===== src/rtl/scrolling_led_matrix_scanner_core_assert.svh =====
// ----------------------------------------------------------------------------
// Assertion macros for the scrolling LED matrix scanner
// Clocked on clk_i and disabled while rst_ni is low; define ASSERT_OFF to drop.
// ----------------------------------------------------------------------------
`ifndef SCROLLING_LED_MATRIX_SCANNER_CORE_ASSERT_SVH
`define SCROLLING_LED_MATRIX_SCANNER_CORE_ASSERT_SVH

`ifndef ASSERT_OFF
// Property must hold at every clock edge outside reset
`define SLMS_ASSERT(lbl, prop, msg) \
  lbl: assert property (@(posedge clk_i) disable iff (!rst_ni) prop) else $error(msg);
// Condition must never be true outside reset
`define SLMS_ASSERT_NEVER(lbl, cond, msg) \
  lbl: assert property (@(posedge clk_i) disable iff (!rst_ni) !(cond)) else $error(msg);
`else
`define SLMS_ASSERT(lbl, prop, msg)
`define SLMS_ASSERT_NEVER(lbl, cond, msg)
`endif

`endif


===== src/rtl/slms_pkg.sv =====
// ----------------------------------------------------------------------------
// slms_pkg
// Shared types and constants of the scrolling LED matrix scanner.
// ----------------------------------------------------------------------------
package slms_pkg;

  // Field widths
  localparam int unsigned SLOT_FIELD_W = 6;
  localparam int unsigned ROW_W        = 3;
  localparam int unsigned PIX_W        = 8;
  localparam int unsigned ROWS         = 8;
  localparam int unsigned PERIOD_W     = 16;
  localparam int unsigned SLOT_CNT_W   = 9;   // holds any slot count up to 256

  // Default glyph slot count
  localparam int unsigned SLOTS_DEFAULT = 64;

  // Configuration port
  localparam int unsigned CFG_IDX_W  = 2;
  localparam int unsigned CFG_DATA_W = 16;
  localparam logic [CFG_IDX_W-1:0] CFG_SCROLL_PERIOD = 2'd0;
  localparam logic [CFG_IDX_W-1:0] CFG_LAST_SLOT     = 2'd1;

  // Register reset values and counter limits
  localparam logic [PERIOD_W-1:0]     PERIOD_RESET    = 16'd500;
  localparam logic [SLOT_FIELD_W-1:0] LAST_SLOT_RESET = 6'd11;
  localparam logic [PERIOD_W-1:0]     ELAPSED_MAX     = 16'hFFFF;
  localparam logic [ROW_W-1:0]        SHIFT_LAST      = 3'd7;

  typedef enum logic {
    KIND_LOAD = 1'b0,
    KIND_TICK = 1'b1
  } item_kind_e;

  // One classified input item
  typedef struct packed {
    item_kind_e              kind;
    logic [SLOT_FIELD_W-1:0] slot;
    logic [ROW_W-1:0]        row;
    logic [PIX_W-1:0]        pattern;
  } cmd_t;

  // Queue head as seen by the back end
  typedef struct packed {
    logic valid;
    cmd_t cmd;
  } head_t;

endpackage


===== src/rtl/slms_front.sv =====
// ----------------------------------------------------------------------------
// slms_front
// Accepts input items, classifies them as load or tick and queues them
// in a two-entry queue for the back end.
// ----------------------------------------------------------------------------
`include "scrolling_led_matrix_scanner_core_assert.svh"

module slms_front import slms_pkg::*; (
  input  logic                    clk_i,
  input  logic                    rst_ni,
  input  logic                    in_valid_i,
  output logic                    in_ready_o,
  input  logic                    kind_i,
  input  logic [SLOT_FIELD_W-1:0] slot_i,
  input  logic [ROW_W-1:0]        row_i,
  input  logic [PIX_W-1:0]        pattern_i,
  input  logic                    pop_i,
  output head_t                   head_o
);

  cmd_t       q_mem_q [2];
  logic       wr_ptr_q, wr_ptr_d;
  logic       rd_ptr_q, rd_ptr_d;
  logic [1:0] cnt_q, cnt_d;
  logic       push;
  logic       pop;
  cmd_t       in_cmd;

  // Classify the incoming item
  always_comb begin
    in_cmd.kind    = item_kind_e'(kind_i);
    in_cmd.slot    = slot_i;
    in_cmd.row     = row_i;
    in_cmd.pattern = pattern_i;
  end

  assign in_ready_o = (cnt_q != 2'd2);
  assign push       = in_valid_i && in_ready_o;
  assign pop        = pop_i && (cnt_q != 2'd0);

  // Advance pointers and fill count
  always_comb begin
    wr_ptr_d = push ? ~wr_ptr_q : wr_ptr_q;
    rd_ptr_d = pop  ? ~rd_ptr_q : rd_ptr_q;
    unique case ({push, pop})
      2'b10:   cnt_d = cnt_q + 2'd1;
      2'b01:   cnt_d = cnt_q - 2'd1;
      default: cnt_d = cnt_q;
    endcase
  end

  always_ff @(posedge clk_i or negedge rst_ni) begin
    if (!rst_ni) begin
      wr_ptr_q <= 1'b0;
      rd_ptr_q <= 1'b0;
      cnt_q    <= 2'd0;
    end else begin
      wr_ptr_q <= wr_ptr_d;
      rd_ptr_q <= rd_ptr_d;
      cnt_q    <= cnt_d;
    end
  end

  // Store the queued item
  always_ff @(posedge clk_i) begin
    if (push) begin
      q_mem_q[wr_ptr_q] <= in_cmd;
    end
  end

  assign head_o.valid = (cnt_q != 2'd0);
  assign head_o.cmd   = q_mem_q[rd_ptr_q];

  `SLMS_ASSERT_NEVER(a_cnt_range, cnt_q == 2'd3, "queue count out of range")
  `SLMS_ASSERT(a_full_no_push, cnt_q == 2'd2 |-> !push, "push into full queue")

endmodule


===== config.mk =====
export PLATFORM = sky130hd
export DESIGN_NAME = slms_front
export DESIGN_NICKNAME = d
export VERILOG_FILES = /design/src/rtl/slms_pkg.sv /design/src/rtl/slms_front.sv
export VERILOG_INCLUDE_DIRS = /design/src /design/src/rtl
export SDC_FILE = /design/constraint.sdc
export NUM_CORES = 1
export LEC_CHECK = 0
export BUFFER_PORTS_ARGS = -buffer_cell sky130_fd_sc_hd__buf_4
export CORE_ASPECT_RATIO = 0.6
export CORE_MARGIN = 5
export CORE_UTILIZATION = 45
export CTS_CLUSTER_SIZE = 14
export DETAILED_ROUTE_END_ITERATION = 12
export PLACE_DENSITY = 0.73
export SYNTH_ARGS = -nofsm -noshare
export SYNTH_HDL_FRONTEND = slang
export SYNTH_SLANG_ARGS = --single-unit

===== constraint.sdc =====
create_clock -name clk_i -period 1.65 [get_ports clk_i]
set_input_delay 0.4125 -clock clk_i [delete_from_list [all_inputs] [get_ports clk_i]]
set_output_delay 0.4125 -clock clk_i [all_outputs]
set_load 0.01 [all_outputs]

==> results.md, run 1 <==
- RD Place Congestion: 0.6908
- Area occupied by multi-input gates: 349.1 um2
- Peak VDD IR: 839.4 uV
- CP Launch Type: flip-flop
- Hold Crit Class: input port to flip-flop
- Main flop type after synthesis: edfxtp_1
- Final-layout fill cell count: 232
- Outcome: finished, violations left
- Biggest area consumer among synthesized cells: edfxtp_1
- Top cell type's share of synthesized area: 72.00%
- Number of diodes: 0
- Initial DRC Count: 40
- FFs w/ async S/R, synth: 10.00%
- Final Hold Viols: 0
- CTS Root Cell: clkbuf_8
- Reg2reg end: cnt_q[1]
- Initial antenna violation count: 0
- Routed wire length: 2673 um
- Area growth syn-to-layout: 39.67%
- Clock-pin slew on the worst setup and hold paths: 70 ps
- Arr. time, crit path: 1320 ps
- Syn_area_per_cell: 20.57 um2
- Reg2Reg Depth: 5
- Clock skew: 3.154 ps
- Max Used Layer: met3
- PwrDens: 1717 mW/mm2
- Routed len/inst: 15.54 um
- Via count: 808
- Site Rows: 16
- Slew headroom: 89.03%
- CTS tree: built
- Synthesized area: 0.001501 mm2
- H-tree depth: 2
- Sequential fraction of the synthesis area: 78.67%
- Post-DP HPWL: 1916 um
- Worst hold path depth: 1
- Largest net degree at the start of global routing: 13
- Syn Nets: 96
- First-pass GRT wire length: 4402 um
- Drt drc: 0
- Fin nets: 150
- Clock sinks: 40
- Top post-synthesis cells by area: edfxtp_1, mux2_2, dfrtp_1
- Req. time, crit path: 1240 ps
- Final Max Slew Viols: 0
- Routed length on met1: 1129 um
- Hold Crit Start: pattern_i[3]
- GR Overflow Total: 0
- TNS Setup: -1114 ps
- Most common library cells after synthesis: edfxtp_1, mux2_2, dfrtp_1
- Die Y: 54.75 um
- Failing checks: negative setup slack
- RSZ-0062 raised after global routing: true
- Initial Utilization: 46.58%
- Share of layout cells above drive strength 1: 59.06%
- Flops & latches, synth: 40
- Die ar.: 0.004630 mm2
- First-pass DRT Iterations: 4
- Leak: 0.0008485 uW
- Ports: 42
- Clk_lat worst skew: 280 ps
- Setup ws final: -85.84 ps
- Top-count cell post-synth: edfxtp_1
- Setup crit end kind: primary output
- Final Critical Period: 1736 ps
- Post-DRT Antenna Nets: 0
- Seq. cell area: 0.001182 mm2
- Layout Cells excl Fill: 172
- Max frequency: 576.1 MHz
- Vias in the first global route: 948
- Synth warn: 0
- Least-Margin Pin Slew: 164.6 ps
- PortBufs: 41
- Reg2reg setup slack: 120 ps
- Fin util: 65.06%
- Crit Path Max Fanout: 12
- Final period util: 105.2%
- GR Util All Layers: 12.92%
- # placed instances: 164
- Cts bufs inserted: 5
- Number of synthesized flops with an enable pin: 36
- Cells after Synth: 73
- Critical path class: flip-flop to primary output
- Via/cell ratio: 4.698
- Die Wd: 84.57 um
- Synth cell types: 13
- WL met3: 271 um
- Reg-to-reg startpoint: cnt_q[0]
- Met2 routed wirelength: 1272 um
- Max Cap Viol: 0
- Endpoint, Worst Hold: q_mem_q[0][3]
- Clock Path Buffers: 2
- Core Area: 0.003223 mm2
- Setup violations, final: 18
[worst max path at each step]
stage,from,to,cells past startpoint
CTS,rd_ptr_q,head_o[9],3
detailed placement,cnt_q[0],cnt_q[1],5
floorplan,cnt_q[0],q_mem_q[0][0],3
global placement,rd_ptr_q,head_o[9],3
global route,rd_ptr_q,head_o[4],3
finish,rd_ptr_q,head_o[8],3
[layout by cell type (no fill, tap or decap), types with 2 or more instances in the layout]
cell and instances:
xnor2_1 3, xor2_1 2, mux2_2 5, dfrtp_1 3, mux2_4 13, edfxtp_1 36
buf_4 34, clkbuf_8 5, buf_6 13
[cell type report]
type | instances | share of cell area, %
clock buffers | 6 | 3.461
clock inverters | 1 | 0.2387
repair buffers | 49 | 20.58
well taps | 45 | 2.685
multi-input cells | 31 | 16.65
flip-flops and latches | 40 | 56.38
[what timing repair did]
action,in CTS,in global routing
endpoints found under the hold margin,4,0
setup buffers,0,0
endpoints found under the setup margin,18,18
gates resized for setup,12,15
hold buffers,1,0
[kinds of logic after synthesis]
| kind of cell | count (synthesis) | synth area share [%] |
|---|---|---|
| flops | 40 | 78.67 |
| mux | 18 | 13.50 |
| simple gates | 7 | 2.584 |
| xor+xnor | 5 | 2.917 |
| buf+inv | 2 | 1.500 |
| fa+ha+maj | 1 | 0.8332 |
[layer usage]
layer	GRT usage, %	vias up
met5	0	-
met4	3.947	0
met3	6.165	0
met2	22.21	31
met1	14.72	394
li1	-	383
[metrics by stage]
stage | hold slack [ps] | power [uW] | area (um2) | setup WS [ps]
floorplan | 116.9 | 2214 | 1504 | 61.68
global placement | 211.4 | 2782 | 1911 | 182.3
detailed placement | 213.3 | 2823 | 1911 | 91.94
CTS | 304.8 | 3521 | 2043 | -129.0
global route | 295.8 | 3818 | 2097 | -146.1
finish | 314.6 | 3600 | 2097 | -85.84
[state kept, by name, indices dropped and copies added, names as in the netlist]
register and cells:
q_mem_q 36, cnt_q 2, wr_ptr_q 1, rd_ptr_q 1
[where the power goes]
group | internal [uW] | total [uW] | switching [uW] | leakage, uW
Combinational | 892 | 1510 | 619 | 0.000427
Clock | 287 | 583 | 296 | 0.0000410
Sequential | 1400 | 1510 | 106 | 0.000380
[worst max-delay path, stage by stage (launching register included)]
cell	delay, ps
dfrtp_2	410
buf_12	160
mux2_2	340
buf_4	140
No activity file was read; power rests on OpenSTA's default activity.
==> inputs of run 2 (changes only) <==
- CORE_MARGIN: 5 -> default
- CTS_CLUSTER_DIAMETER: default -> 150
==> results.md, run 2 (synthesized netlist as in run 1, its figures left out) <==
- Final Max Slew Viols: 0 (unchanged)
- Final period util: 105.0% (-0.25 points)
- TNS Setup: -995.9 ps (+118.6 ps)
- Vias in the first global route: 841 (-11%)
- CTS Root Cell: clkbuf_8
- Initial Utilization: 49.69% (+3.1 points)
- Site Rows: 15 (-1)
- Leak: 0.0008799 uW (+3.7%)
- Slew headroom: 88.16% (-0.87 points)
- Final-layout fill cell count: 201 (-13%)
- Die Wd: 76.57 um (-9.5%)
- Cell family with most CP delay: flip-flops
- First-pass GRT wire length: 3981 um (-9.6%)
- Max frequency: 577.5 MHz (+0.24%)
- Fin util: 70.77% (+5.7 points)
- Initial antenna violation count: 0 (unchanged)
- Setup crit end kind: primary output
- PwrDens: 1735 mW/mm2 (+1.0%)
- Setup ws final: -81.74 ps (+4.101 ps)
- Final Hold Viols: 0 (unchanged)
- H-tree depth: 2 (unchanged)
- Tot Pwr: 3709 uW (+3.0%)
- Largest net degree at the start of global routing: 13 (unchanged)
- GR Util All Layers: 16.41% (+3.5 points)
- Placement Cell Area: 0.001894 mm2 (-0.85%)
- Ports: 42 (unchanged)
- Peak VDD IR: 922.9 uV (+10%)
- Fin nets: 151 (+0.67%)
- Setup violations, final: 18 (unchanged)
- PortBufs: 41 (unchanged)
- Most common library cell in the layout ignoring fill and taps: edfxtp_1
- Least-Margin Pin Slew: 177.6 ps (+13.03 ps)
- Initial DRC Count: 6 (-85%)
- Clock sinks: 40 (unchanged)
- Seq. cell area: 0.001181 mm2 (-0.11%)
- Number of diodes: 0 (unchanged)
- Largest register FFs: 36 (unchanged)
- Via count: 806 (-0.25%)
- Top reg by flops: q_mem_q
- Biggest regs: q_mem_q (36), cnt_q (2)
- Clock Path Buffers: 2 (unchanged)
- CP Buf/Inv Count: 2 (unchanged)
- Clk_lat worst skew: 280 ps (about the same)
- CTS tree: built
- CP Launch Type: flip-flop
- Crit Path Max Fanout: 7 (-5)
- Die Y: 46.75 um (-15%)
- Crit path launch: rd_ptr_q
- Most frequent CP cell: buf_6
- Core Area: 0.003022 mm2 (-6.2%)
- Hold Crit Start: slot_i[2]
- Slowest stage delay, CP: 410 ps (about the same)
- Critical-path top delay cell: dfrtp_1
- Via/cell ratio: 4.713 (+0.34%)
- Clock-pin slew on the worst setup and hold paths: 70 ps (about the same)
- Req. time, crit path: 1240 ps (about the same)
- Max Cap Viol: 0 (unchanged)
- Failing checks: negative setup slack
- Area occupied by multi-input gates: 367.9 um2 (+5.4%)
- Routed wire length: 2626 um (-1.8%)
- Outcome: finished, violations left
- Arr. time, crit path: 1320 ps (about the same)
- GR Overflow Total: 0 (unchanged)
- Share of layout cells above drive strength 1: 57.36% (-1.7 points)
- Post-DRT Antenna Nets: 0 (unchanged)
- Hold Crit Class: input port to flip-flop
- Dpl ws: 140.6 ps (+48.70 ps)
- Routed len/inst: 15.36 um (-1.2%)
- Drt drc: 0 (unchanged)
- Commonest non-fill, non-tap cells in the layout: edfxtp_1, buf_4, buf_6
- CP cell instances: buf_6, mux2_4, buf_6
- RSZ-0062 raised after global routing: true
- Reg-to-reg startpoint: cnt_q[0]
- Critical path class: flip-flop to primary output
- Area growth syn-to-layout: 42.42%
- Cts bufs inserted: 5 (unchanged)
- Final Critical Period: 1732 ps (-4.101 ps)
- Design area: 0.002138 mm2 (+2.0%)
- Post-DP HPWL: 1766 um (-7.8%)
- Die ar.: 0.003579 mm2 (-23%)
- Clock skew: 3.019 ps (-0.1348 ps)
- RD Place Congestion: 0.7938 (+15%)
- First-pass DRT Iterations: 3 (-1)
[run 2: changes by cell type in the layout (fill, tap and decap cells not counted), sizes merged]
| cell | before | now |
|---|---|---|
| buf | 48 | 49 |
| clkbuf | 6 | 7 |
[run 2: through the flow]
| stage | std cells | hold slack [ps] |
|---|---|---|
| after global routing | 171 | 295.7 |
| after CTS | 171 | 303.5 |
| after floorplan | 73 | 116.9 |
| after global placement | 161 | 210.0 |
| after detailed placement | 161 | 211.9 |
| final | 171 | 314.7 |
[run 2: per-layer routing]
metal  GRT usage, %  part of all wire, %  vias up  wire (um)
li1               -                    -      384          -
met2          27.75                   49       29       1275
met5              0                    0        -          0
met3          6.408                  6.8        3        178
met4          6.923                 0.84        0         22
met1          19.77                   44      390       1150
[run 2: where the power goes]
group	switching, uW	leakage [uW]	internal, uW
logic	658	0.000459	964
clock network	292	0.0000399	294
registers	103	0.000381	1400
[run 2: area by class of cell]
class	instances	share of cell area [%]
clock buffer	7	3.569
clock inverter	1	0.1755
multi-input combinational	31	17.20
sequential	40	55.24
tap	42	2.458
timing repair buffer	50	21.36
[run 2: final timing paths]
kind / depth (start not counted) / endpoint / slack [ps]
max in group asynchronous: 2 / rd_ptr_q / 1080
worst max register to register: 6 / cnt_q[1] / 130
worst max-delay path: 3 / head_o[11] / -80
worst min register to register: 1 / cnt_q[1] / 500
min in group asynchronous: 2 / wr_ptr_q / 460
worst min-delay path: 1 / q_mem_q[1][13] / 310
[run 2: timing repair]
item | in CTS | in global routing
hold endpoints to repair | 4 | 0
endpoints found under the setup margin | 18 | 18
gates resized for setup | 39 | 0
hold buffers | 1 | 0
setup buffers | 1 | 0
